**src/hw/rtl/rle_rpd_pkg.sv**
```systemverilog
package rle_rpd_pkg;

  localparam int CFG_W     = 11;
  localparam int BYTE_W    = 8;
  localparam int PIX_W     = 16;
  localparam int START_W   = 10;
  localparam int LEN_W     = 7;
  localparam int RUN_BIT   = 7;
  localparam int OUT_W     = 40;

  localparam int PIX_LSB   = 0;
  localparam int START_LSB = PIX_LSB + PIX_W;
  localparam int LEN_LSB   = START_LSB + START_W;
  localparam int PAD_W     = OUT_W - LEN_LSB - LEN_W;

  localparam logic [CFG_W-1:0] ROW_WIDTH_RESET = 11'd1024;

  typedef enum logic [1:0] {
    PH_CTRL = 2'd0,
    PH_LOW  = 2'd1,
    PH_HIGH = 2'd2
  } phase_t;

  typedef struct packed {
    logic [PIX_W-1:0]   pixel_value;
    logic [START_W-1:0] start_column;
    logic [LEN_W-1:0]   span_length;
    logic               row_done;
  } span_t;

endpackage

```
**src/hw/rtl/rle_rpd_parse.sv**
```systemverilog
module rle_rpd_parse #(
  parameter int MAX_WIDTH = 1024
) (
  input  logic                         clk,
  input  logic                         rst,
  input  logic [rle_rpd_pkg::CFG_W-1:0]  row_width,
  input  logic                         step,
  input  logic [rle_rpd_pkg::BYTE_W-1:0] data_byte,
  input  logic                         row_end,
  output logic                         emit,
  output rle_rpd_pkg::span_t           span
);
  import rle_rpd_pkg::*;

  localparam int COL_W = (MAX_WIDTH > 2047) ? CFG_W : $clog2(MAX_WIDTH + 1);

  logic [COL_W-1:0]  fill_column, fill_column_next;
  phase_t            phase, phase_next;
  logic              run_mode, run_mode_next;
  logic [LEN_W-1:0]  packet_count, packet_count_next;
  logic [BYTE_W-1:0] low_byte, low_byte_next;

  logic [CFG_W-1:0]  width_eff;
  logic [CFG_W-1:0]  fill_ext;
  logic [CFG_W-1:0]  room;
  logic [CFG_W-1:0]  fill_sum;
  logic [LEN_W-1:0]  len;
  logic [LEN_W-1:0]  count_dec;
  logic              have;

  assign width_eff = (row_width > MAX_WIDTH) ? CFG_W'(MAX_WIDTH) : row_width;
  assign fill_ext  = CFG_W'(fill_column);
  assign room      = width_eff - fill_ext;
  assign count_dec = packet_count - LEN_W'(1);

  always_comb begin
    fill_column_next  = fill_column;
    phase_next        = phase;
    run_mode_next     = run_mode;
    packet_count_next = packet_count;
    low_byte_next     = low_byte;
    len               = '0;
    have              = 1'b0;
    fill_sum          = fill_ext;
    if (fill_ext < width_eff) begin
      unique case (phase)
        PH_LOW: begin
          low_byte_next = data_byte;
          phase_next    = PH_HIGH;
        end
        PH_HIGH: begin
          if (run_mode) begin
            len = (CFG_W'(packet_count) < room) ? packet_count : room[LEN_W-1:0];
            phase_next        = PH_CTRL;
            packet_count_next = '0;
          end else begin
            len               = LEN_W'(1);
            packet_count_next = count_dec;
            phase_next        = (count_dec != '0) ? PH_LOW : PH_CTRL;
          end
          fill_sum         = fill_ext + CFG_W'(len);
          fill_column_next = fill_sum[COL_W-1:0];
          have             = (len != '0);
        end
        default: begin
          packet_count_next = data_byte[LEN_W-1:0];
          run_mode_next     = data_byte[RUN_BIT];
          phase_next        = (data_byte[RUN_BIT] || data_byte[LEN_W-1:0] != '0) ?
                              PH_LOW : PH_CTRL;
        end
      endcase
    end
    if (row_end) begin
      fill_column_next  = '0;
      phase_next        = PH_CTRL;
      run_mode_next     = 1'b0;
      packet_count_next = '0;
      low_byte_next     = '0;
    end
  end

  always_comb begin
    emit = have || row_end;
    span.pixel_value  = have ? {data_byte, low_byte} : '0;
    span.start_column = have ? fill_ext[START_W-1:0] : '0;
    span.span_length  = have ? len : '0;
    span.row_done     = row_end;
  end

  always_ff @(posedge clk) begin
    if (rst) begin
      fill_column  <= '0;
      phase        <= PH_CTRL;
      run_mode     <= 1'b0;
      packet_count <= '0;
      low_byte     <= '0;
    end else if (step) begin
      fill_column  <= fill_column_next;
      phase        <= phase_next;
      run_mode     <= run_mode_next;
      packet_count <= packet_count_next;
      low_byte     <= low_byte_next;
    end
  end

endmodule

```
**src/hw/rtl/rle_row_pixel_decoder_core.sv**
```systemverilog
// A byte taken into the input register gives its span to the output register.
// Throughput: 1 byte per cycle unless a span waits on the output; the parse state
// updates once per byte in one pass of logic between the input and output registers.
// Bytes that give no span leave the block without taking the output register.
// Reset (rst, synchronous, active high) empties both registers, rearms the parser
// for a new row and sets row_width to 1024.
module rle_row_pixel_decoder_core #(
  parameter int MAX_WIDTH = 1024
) (
  input  logic                          clk,
  input  logic                          rst,
  input  logic                          cfg_we,
  input  logic [rle_rpd_pkg::CFG_W-1:0] cfg_wdata,
  input  logic                          s_tvalid,
  output logic                          s_tready,
  input  logic [7:0]                    s_tdata,  // data_byte
  input  logic                          s_tlast,  // row_end
  output logic                          m_tvalid,
  input  logic                          m_tready,
  output logic [rle_rpd_pkg::OUT_W-1:0] m_tdata,  // pixel_value, start_column, span_length
  output logic                          m_tlast   // row_done
);
  import rle_rpd_pkg::*;

  logic [CFG_W-1:0]  row_width;
  logic              in_valid;
  logic [BYTE_W-1:0] in_byte;
  logic              in_last;
  logic              out_valid;
  span_t             out_span;

  logic  emit;
  span_t span;
  logic  out_free;
  logic  proc_fire;

  assign out_free  = !out_valid || m_tready;
  assign proc_fire = in_valid && (out_free || !emit);
  assign s_tready  = !in_valid || proc_fire;

  rle_rpd_parse #(
    .MAX_WIDTH(MAX_WIDTH)
  ) u_parse (
    .clk       (clk),
    .rst       (rst),
    .row_width (row_width),
    .step      (proc_fire),
    .data_byte (in_byte),
    .row_end   (in_last),
    .emit      (emit),
    .span      (span)
  );

  always_ff @(posedge clk) begin
    if (rst) begin
      row_width <= ROW_WIDTH_RESET;
    end else if (cfg_we) begin
      row_width <= cfg_wdata;
    end
  end

  // hold the input byte until the parser takes it
  always_ff @(posedge clk) begin
    if (rst) begin
      in_valid <= 1'b0;
    end else if (s_tready) begin
      in_valid <= s_tvalid;
    end
  end

  always_ff @(posedge clk) begin
    if (s_tready && s_tvalid) begin
      in_byte <= s_tdata;
      in_last <= s_tlast;
    end
  end

  always_ff @(posedge clk) begin
    if (rst) begin
      out_valid <= 1'b0;
    end else if (proc_fire && emit) begin
      out_valid <= 1'b1;
    end else if (m_tready) begin
      out_valid <= 1'b0;
    end
  end

  always_ff @(posedge clk) begin
    if (proc_fire && emit) begin
      out_span <= span;
    end
  end

  assign m_tvalid = out_valid;
  assign m_tdata  = {{PAD_W{1'b0}}, out_span.span_length, out_span.start_column,
                     out_span.pixel_value};
  assign m_tlast  = out_span.row_done;

endmodule

```
**config.mk**
```make
export PLATFORM = sky130hd
export DESIGN_NAME = rle_row_pixel_decoder_core
export DESIGN_NICKNAME = d
export VERILOG_FILES = /design/src/hw/rtl/rle_rpd_pkg.sv /design/src/hw/rtl/rle_rpd_parse.sv /design/src/hw/rtl/rle_row_pixel_decoder_core.sv
export SDC_FILE = /design/constraint.sdc
export NUM_CORES = 1
export LEC_CHECK = 0
export ABC_AREA = 1
export BUFFER_PORTS_ARGS = -buffer_cell sky130_fd_sc_hd__buf_4
export CAP_MARGIN = 30
export CORE_MARGIN = 2
export CORE_UTILIZATION = 40
export DETAILED_ROUTE_END_ITERATION = 8
export HOLD_SLACK_MARGIN = 0.1
export PLACE_DENSITY = 0.67
export SYNTH_ARGS = -nofsm -noshare
export SYNTH_HDL_FRONTEND = slang
export SYNTH_SLANG_ARGS = --single-unit
```
**constraint.sdc**
```tcl
create_clock -name clk -period 5.7 [get_ports clk]
set_input_delay 0.57 -clock clk [delete_from_list [all_inputs] [get_ports clk]]
set_output_delay 0.57 -clock clk [all_outputs]
set_load 0.02 [all_outputs]
```
==> metrics.txt, run 1 <==
run status=finished clean; Clock Skew=0.00895 ns; post-route setup TNS=0 ns; initial drt markers=321; total power=0.00153 W; Crit. Startpoint=row_width[0]; via/cell ratio=4.92; pwr/cell area=263 nW/um2; fillers=1,143; total core area=12,100 um2; Hold Crit Class=in2reg; pin count of the biggest net entering global routing=36; Post-Syn Instances=643; HP Start=s_tdata[5]; chip height=115 um; Startpoint Class=register; Post-Syn Area=4950 um2; ys flop type=edfxtp_1; multi-input logic area=2370 um2; Worst Path Required=5.13 ns; n_diodes=0; leakage power=2.66 nW; port bufs=60; most used cell along the critical path=nand2_1; clk sinks=85; RSZ-0062 raised after global routing=no; RR Startpoint=row_width[0]; crit-path max cell delay=0.40 ns; Max transition margin=42.5%; share of the synthesized area in the top cell type=26.1%; crit path DAT=4.61 ns; asr flop ratio synth=0%; CTS Buffer Depth=2; min Tclk post-route=5.18 ns; FF/Latch Area=2130 um2; H-tree lvl count=3; CP max stage cell=fa_1; Slew Viols, Final=0; CTS tree=yes; Final period util=90.9%; Total Routing Usage GR=17.7%; first-pass GRT wire length=18.5 mm; top cells by count, synth=128 x nand2_1, 107 x nor2_1, 97 x inv_1; final setup fails=0; Max-Cap Viols=0; routed via count=4,273; Distinct cells, synth=40; Avg Synthesized Cell Area=7.71 um2; Final ANT Viol Nets=0; crit end category=output port; EDFF count, synth=43; WL/cell=13.2 um; most common cell in the netlist=nand2_1; Die ar.=13,300 um2; vias in the first global route=3,814; final weighted congestion in routability-driven placement=0.878; # IOs=68; Seq/Total Area, Yosys=43.0%; Worst-Skew Late Latency=0.34 ns; Slew @ Worst Pin=0.862 ns; Die W=115 um; DRT Pass-1 Iters=5; total setup buffers inserted after CTS=0; initial antenna violation count=0; WHS=0.408 ns; post-DP HPWL=8.63 mm; CP Max Fanout=34; Peak VDD IR=0.123 mV; synthesis-to-finish area growth=17.4%; Area contributors post-synth=edfxtp_1 26%, dfxtp_1 17%, nand2_1 9.7%; Setup CP Type=reg2out; final WL=11.4 mm; clock transition at the registers of the reported paths=0.06 ns; CTS Buf Count=9; Fmax achieved=0.193 GHz; Final Hold Vio Count=0; Rows=40; total grt overflow=0; #FFs+latches synth=85; share of cells above drive strength 1=14.0%; Yosys top cell by area=edfxtp_1; YS warnings=0; Initial Util=41.1%; Root Driver=clkbuf_16; # DRC=0; fin nets=751
-- stage by stage --
| step | util [%] | setup WS [ns] | instance area, um2 | cells |
|---|---|---|---|---|
| 5_1_grt | 48.2 | 0.0224 | 5820 | 868 |
| 6_report | 48.2 | 0.518 | 5820 | 868 |
| 3_5_place_dp | 45.7 | 0.436 | 5510 | 852 |
| 3_3_place_gp | 45.7 | 0.637 | 5510 | 852 |
| 4_1_cts | 47.9 | 0.340 | 5780 | 868 |
| 2_1_floorplan | - | 1.10 | 4980 | 649 |
-- worst max-delay path: cells and delay by family, from the launching register on --
family,cells,cell delay (ns)
adders and majority gates,2,0.70
DFF,1,0.34
buffers and inverters,6,0.60
xor gates and xnor gates,1,0.16
and+or+nand+nor,22,2.47
-- registers in the layout (all words and copies together) (netlist names) --
name	count
u_parse.packet_count	7
in_byte	8
in_valid	1
in_last	1
u_parse.low_byte	8
m_tdata	33
m_tvalid	1
u_parse.fill_column	11
u_parse.phase	2
row_width	11
m_tlast	1
u_parse.run_mode	1
-- layer usage --
layer | share of wire [%] | GRT usage [%] | vias up | routed length [um]
met4 | 1.2 | 5.30 | 0 | 138
met1 | 48 | 25.3 | 1957 | 5450
met2 | 46 | 27.3 | 119 | 5220
li1 | - | - | 2185 | -
met3 | 5.3 | 3.53 | 12 | 611
met5 | 0 | 0 | - | 0
-- cells by family after synthesis --
group                      after synthesis  share of synthesized area [%]
and+or+nand+nor                        315                           28.4
buffers and inverters                  125                           10.4
DFF                                     85                           43.0
AOI/OAI and AO/OA                       75                           8.03
adders and majority gates               31                           8.13
xor gates and xnor gates                11                           1.94
other                                    1                         0.0757
-- where the power goes --
group	switching [W]	internal, W
clock network	0.000233	0.000294
registers	0.0000186	0.000668
logic	0.000209	0.000108
total	0.000461	0.00107
-- cells in the final DEF (no fill, tap or decap), types with 2 or more instances in the layout --
| master | count |
|---|---|
| inv_1 | 96 |
| nor2_4 | 2 |
| dfxtp_1 | 42 |
| nand2_1 | 127 |
| nor4_2 | 2 |
| xor2_1 | 10 |
| edfxtp_1 | 43 |
| a21oi_1 | 46 |
| nor2_2 | 3 |
| o31ai_1 | 2 |
| clkinv_4 | 2 |
| clkbuf_16 | 9 |
| fa_1 | 2 |
| nand2_2 | 3 |
| nor2_1 | 105 |
| nand3_4 | 2 |
| o21ai_0 | 18 |
| nor3_1 | 3 |
| ha_1 | 29 |
| nand2_8 | 2 |
| clkinv_2 | 3 |
| nand4_1 | 33 |
| nand3_1 | 26 |
| nor4_1 | 2 |
| buf_4 | 62 |
| a21oi_2 | 2 |
| conb_1 | 7 |
-- final timing paths --
path	endpoint	slack, ns	cells after the start
setup reg to reg	u_parse.fill_column[10]	0.54	38
hold reg to reg	u_parse.low_byte[0]	0.46	2
setup / recovery	s_tready	0.52	31
hold / removal	in_byte[5]	0.41	1
-- timing repair --
action | CTS | global route
endpoints found under the setup margin | 0 | 40
hold buffers | 0 | 0
gates resized for setup | 0 | 10
-- area by class of cell --
| cell class | count | area share [%] |
|---|---|---|
| clock buffer | 10 | 3.94 |
| timing repair buffer | 62 | 8.00 |
| inverter | 98 | 6.33 |
| multi-input combinational | 439 | 40.8 |
| tap | 168 | 3.61 |
| sequential | 85 | 36.7 |
| clock inverter | 6 | 0.688 |
No activity file was read; power rests on OpenSTA's default activity.
==> inputs of run 2 (changes only) <==
Clock period 5.7 ns to 4.9 ns, I/O delays scaled along.
==> run 2 against run 1 <==
  * The flow now finishes with violations (negative setup slack)
  * Critical endpoint is now u_parse.fill_column[10]
  * Register-to-register slack got worse by 0.56 ns
  * Setup slack got worse by 0.54 ns
  * Non-clock buffer count is 24 higher
  * Power increased by 25%
  * Largest cell class unchanged
  * Combinational power rose by 40%
  * Wire length is 10% higher
  * Clock skew decreased by 0.00093 ns
  * Worst hold slack lost 0.090 ns
  * Via count up 4.9%
  * Sequential cell count unchanged
==> metrics.txt, run 2 (synthesis results as in run 1) <==
run status=finished with violations; failing checks=negative setup slack; Startpoint Class=register; CP top delay family=simple AND/OR/NAND/NOR gates; crit end category=register; fillers=1,101 (-3.7%); FF/Latch Area=2130 um2 (about the same); Setup CP Type=reg2reg; min Tclk post-route=4.92 ns; pwr/cell area=305 nW/um2 (+16%); Crit. Startpoint=row_width[6]; multi-input logic area=2580 um2 (+8.9%); Setup crit end=u_parse.fill_column[10]; initial drt markers=265 (-17%); leakage power=2.81 nW (+5.6%); FF-to-FF End=u_parse.fill_column[10]; most used cell along the critical path=nand2_1; RR Startpoint=row_width[6]; CP Max Fanout=5 (-85%); Rows=40 (unchanged); n_diodes=0 (unchanged); chip height=115 um (unchanged); Max-Cap Viols=0 (unchanged); port bufs=60 (unchanged); slack of the critical path=-0.0185 ns (-0.537 ns); Fmax achieved=0.203 GHz; CTS Buf Count=9 (unchanged); total core area=12,100 um2 (unchanged); Clock Skew=0.00802 ns (-0.000931 ns); final setup fails=2 (+2); Hold Crit Class=in2reg; Worst-Skew Late Latency=0.35 ns (about the same); crit-path max cell delay=0.40 ns (about the same); crit path DAT=5.20 ns (+0.59 ns); commonest non-fill, non-tap cells in the layout=115 x nand2_1, 100 x nor2_1, 92 x inv_1, 80 x buf_4, 43 x edfxtp_1; Total Routing Usage GR=18.7% (+0.94 points); RSZ-0062 raised after global routing=yes; # DRC=0 (unchanged); Initial Util=41.1% (unchanged); DRT Pass-1 Iters=5 (unchanged); clk sinks=85 (unchanged); most common cell after layout, fill and taps aside=nand2_1; synthesis-to-finish area growth=26.5%; R2R cell count=39 (+2.6%); # IOs=68 (unchanged); Final ANT Viol Nets=0 (unchanged); Peak VDD IR=0.156 mV (+27%); post-route setup TNS=-0.0363 ns (-0.0363 ns); CTS Hold Bufs=0 (unchanged); Placed Cells=860 (+0.94%); Final Non-Filler Cells=894 (+3.0%); clock transition at the registers of the reported paths=0.06 ns (about the same); routed via count=4,481 (+4.9%); Die W=115 um (unchanged); Die ar.=13,300 um2 (unchanged); share of cells above drive strength 1=22.3% (+8.3 points); fin nets=777 (+3.5%); r2r setup slk=-0.02 ns (-0.56 ns); post-DP HPWL=8.95 mm (+3.8%); first-pass GRT wire length=19.3 mm (+4.3%); Slew Viols, Final=0 (unchanged); Final Hold Vio Count=0 (unchanged); initial antenna violation count=0 (unchanged); WHS=0.318 ns (-0.0897 ns); max reg flops=33 (unchanged); Max transition margin=41.4% (-1.1 points); final weighted congestion in routability-driven placement=0.888 (+1.2%); final WL=12.6 mm (+10%); vias in the first global route=3,974 (+4.2%); Root Driver=clkbuf_16; total grt overflow=0 (unchanged); critical path depth=39 (+26%); CP max stage cell=fa_2; Slew @ Worst Pin=0.879 ns (+0.0172 ns); CTS Buffer Depth=2 (unchanged); WL/cell=14.1 um (+6.8%); Final period util=100%; worst path bufs/invs=4 (-2); Worst Path Required=5.18 ns (+0.05 ns); pin count of the biggest net entering global routing=36 (unchanged); H-tree lvl count=3 (unchanged); CTS tree=yes; via/cell ratio=5.01 (+1.8%)
-- run 2: changes by cell type in the layout (fill, tap and decap cells not counted), moves of 5 or more --
cell	delta
buf_6	+5
buf_4	+18
nand2_2	+10
nor2_1	-5
ha_1	-5
nand3_1	-6
nand2_1	-12
-- run 2: worst min-delay path by stage --
| stage | slack (ns) | cells after the start | to | startpoint |
|---|---|---|---|---|
| finish | 0.32 | 1 | in_byte[7] | s_tdata[7] |
| floorplan | 0.43 | 2 | u_parse.low_byte[4] | u_parse.low_byte[4] |
| global route | 0.31 | 1 | in_byte[7] | s_tdata[7] |
| global placement | 0.45 | 2 | u_parse.low_byte[0] | u_parse.low_byte[0] |
| detailed placement | 0.45 | 2 | u_parse.low_byte[3] | u_parse.low_byte[3] |
| CTS | 0.31 | 1 | in_byte[3] | s_tdata[3] |
-- run 2: power by group --
part / internal, W / total, W / leakage (nW) / switching, W
sequential: 0.000777 / 0.000801 / 0.761 / 0.0000239
combinational: 0.000168 / 0.000443 / 1.90 / 0.000275
clock: 0.000389 / 0.000671 / 0.144 / 0.000282
total: 0.00133 / 0.00191 / 2.81 / 0.000580
-- run 2: stage by stage --
stage	power [W]	util [%]	cell area (um2)	setup WS (ns)
global placement	0.00117	46.3	5580	0.0845
finish	0.00191	52.0	6270	-0.0185
floorplan	0.00108	-	4980	0.302
CTS	0.00187	49.3	5950	0.00104
global route	0.00200	52.0	6270	-0.467
detailed placement	0.00118	46.3	5580	-0.186
-- run 2: final cells by class --
class	instances	area share (%)
tap	168	3.35
inverter	98	5.87
sequential	85	34.0
timing repair buffer	86	10.8
clock inverter	4	0.479
clock buffer	12	4.27
multi-input combinational	441	41.2
-- run 2: what timing repair did --
action	in CTS	in global routing
hold endpoints to repair	0	0
endpoints found under the setup margin	5	64
gates resized for setup	11	52
setup buffers	2	14
pin swaps	2	29
cloned	1	1
-- run 2: layer usage --
layer  global-route usage [%]  routed length, um
met3                     3.69                609
met1                     25.1               5690
met2                     29.9               6070
met5                        0                  0
met4                     6.91                200
-- run 2: worst reg2reg max path, delay by kind of cell, from the launching register on --
family,cells,cell delay (ns)
AOI/OAI and AO/OA,1,0.15
and+or+nand+nor,27,2.41
DFF,1,0.34
buffers and inverters,4,0.28
adders and majority gates,5,1.36
xor gates and xnor gates,2,0.31
==> inputs of run 3 (changes only) <==
Settings changed: CORE_ASPECT_RATIO set to 0.6, CORE_UTILIZATION 40 to 55, PLACE_DENSITY 0.67 to 0.85.
==> run 3 against run 2 <==
  * The run still ends with negative setup slack left
  * Non-clock buffer count rose by 1
  * Sequential share of layout area rose by 0.38 points
  * Cell area fell by 1.1%
  * Count of clock-buffer cells in the layout fell by 3
  * Die area fell by 26%
  * Setup slack got worse by 0.092 ns
  * Global-route usage rose by 8.4 points
  * Power rose by 3.5%
  * Critical path type unchanged
  * Largest cell class unchanged
  * Largest power group unchanged
  * Highest routed layer unchanged
==> metrics.txt, run 3 (synthesis results as in run 1) <==
total core area=8620 um2 (-29%); # IOs=68 (unchanged); final setup fails=3 (+1); slack of the critical path=-0.111 ns (-0.0924 ns); fin util=71.9% (+20 points); first-pass GRT wire length=20.6 mm (+6.7%); min Tclk post-route=5.01 ns (+0.0924 ns); leakage power=2.83 nW (+0.86%); Post-DP Area=5550 um2 (-0.58%); share of cells above drive strength 1=22.7% (+0.38 points); final WL=14.0 mm (+11%); Max transition margin=47.3% (+5.9 points); Clock Skew=0.00760 ns (-0.000421 ns); multi-input logic area=2580 um2 (about the same); Total Routing Usage GR=27.0% (+8.4 points); routed via count=4,757 (+6.2%); WL/cell=16.6 um (+18%); Worst Path Required=5.18 ns (about the same); synthesis-to-finish area growth=25.2%; pwr/cell area=320 nW/um2 (+4.6%); RR Startpoint=row_width[5]; DRT Pass-1 Iters=5 (unchanged); most used cell along the critical path=nand2_1; R2R cell count=34 (-13%); total grt overflow=0 (unchanged); FF/Latch Area=2130 um2 (about the same); Slew Viols, Final=0 (unchanged); r2r setup slk=-0.11 ns (-0.09 ns); Final period util=102% (+1.9 points); Max-Cap Viols=0 (unchanged); Startpoint Class=register; CP Max Fanout=6 (+1); fillers=596 (-46%); max reg flops=33 (unchanged); vias in the first global route=4,110 (+3.4%); H-tree lvl count=3 (unchanged); pin count of the biggest net entering global routing=36 (unchanged); Fmax achieved=0.200 GHz (-1.8%); port bufs=60 (unchanged); crit-path max cell delay=0.34 ns (-0.06 ns); crit path DAT=5.30 ns (+0.10 ns); Setup CP Type=reg2reg; clock transition at the registers of the reported paths=0.07 ns (about the same); HP Start=s_tdata[2]; n_diodes=0 (unchanged); # DRC=0 (unchanged); post-route setup TNS=-0.285 ns (-0.248 ns); CTS tree=yes; initial drt markers=631 (+140%); Worst-Skew Late Latency=0.35 ns (about the same); Final Hold Vio Count=0 (unchanged); initial antenna violation count=0 (unchanged); Final Instance Area=6200 um2 (-1.1%); Hold Crit Class=in2reg; CP max stage cell=ha_1; commonest non-fill, non-tap cells in the layout=119 x nand2_1, 98 x nor2_1, 91 x inv_1, 86 x buf_4; most common cell after layout, fill and taps aside=nand2_1; CTS Buffer Depth=2 (unchanged); Root Driver=clkbuf_16; Peak VDD IR=0.158 mV (+1.3%); Slew @ Worst Pin=0.782 ns (-0.0969 ns); fin nets=778 (+0.13%); Crit. Startpoint=row_width[5]; Rows=26 (-35%); RSZ-0062 raised after global routing=yes; failing checks=negative setup slack; CTS Buf Count=9 (unchanged); chip height=77.5 um (-33%); Die ar.=9810 um2 (-26%); WHS=0.319 ns (+0.000659 ns); Die W=127 um (+9.7%); run status=finished with violations; Final ANT Viol Nets=0 (unchanged); crit end category=register; final weighted congestion in routability-driven placement=1.02 (+15%); via/cell ratio=5.67 (+13%); Initial Util=57.5% (+16 points); WHS Path Cells=1 (unchanged); post-DP HPWL=9.54 mm (+6.6%); clk sinks=85 (unchanged)
[run 3: cell type report]
| type | count | area share (%) |
|---|---|---|
| Tap cell | 112 | 2.26 |
| Timing Repair Buffer | 87 | 10.7 |
| Clock buffer | 9 | 3.63 |
| Clock inverter | 7 | 1.33 |
| Sequential cell | 85 | 34.4 |
| Multi-Input combinational cell | 441 | 41.7 |
| Inverter | 98 | 5.97 |
[run 3: metrics by stage]
step / setup slack [ns] / std cells / total power [W]
finish: -0.111 / 839 / 0.00198
global route: -0.416 / 839 / 0.00205
CTS: 0.000628 / 830 / 0.00192
detailed placement: -0.304 / 809 / 0.00119
global placement: -0.0431 / 809 / 0.00118
floorplan: 0.302 / 649 / 0.00108
[run 3: timing repair]
item	CTS	global route
endpoints found under the setup margin	48	63
pin swaps	13	31
gates cloned	1	1
hold buffers	0	0
resized for setup	26	34
setup buffers	4	8
[run 3: worst paths after layout]
path                            end
max          u_parse.fill_column[9]
min                      in_byte[2]
max reg2reg  u_parse.fill_column[9]
min reg2reg     u_parse.low_byte[1]
[run 3: report_power, final]
group | switching [W] | internal (W)
clock | 0.000313 | 0.000404
sequential | 0.0000223 | 0.000777
combinational | 0.000295 | 0.000171
total | 0.000630 | 0.00135
[run 3: worst max-delay path: cells and delay by family, from the launching register on]
family	cells	cell delay, ns
AND/OR/NAND/NOR	21	2.36
adder cells (fa/ha/maj)	3	0.90
AO/OA/AOI/OAI	4	0.61
flip-flops	1	0.33
XOR/XNOR	2	0.42
buffers and inverters	4	0.33
[run 3: metal layers]
layer	part of all wire, %	global-route usage (%)	up-vias
met3	12	7.86	30
li1	-	-	2244
met2	43	38.3	268
met1	44	40.3	2215
met5	0	0	-
met4	1.4	6.92	0
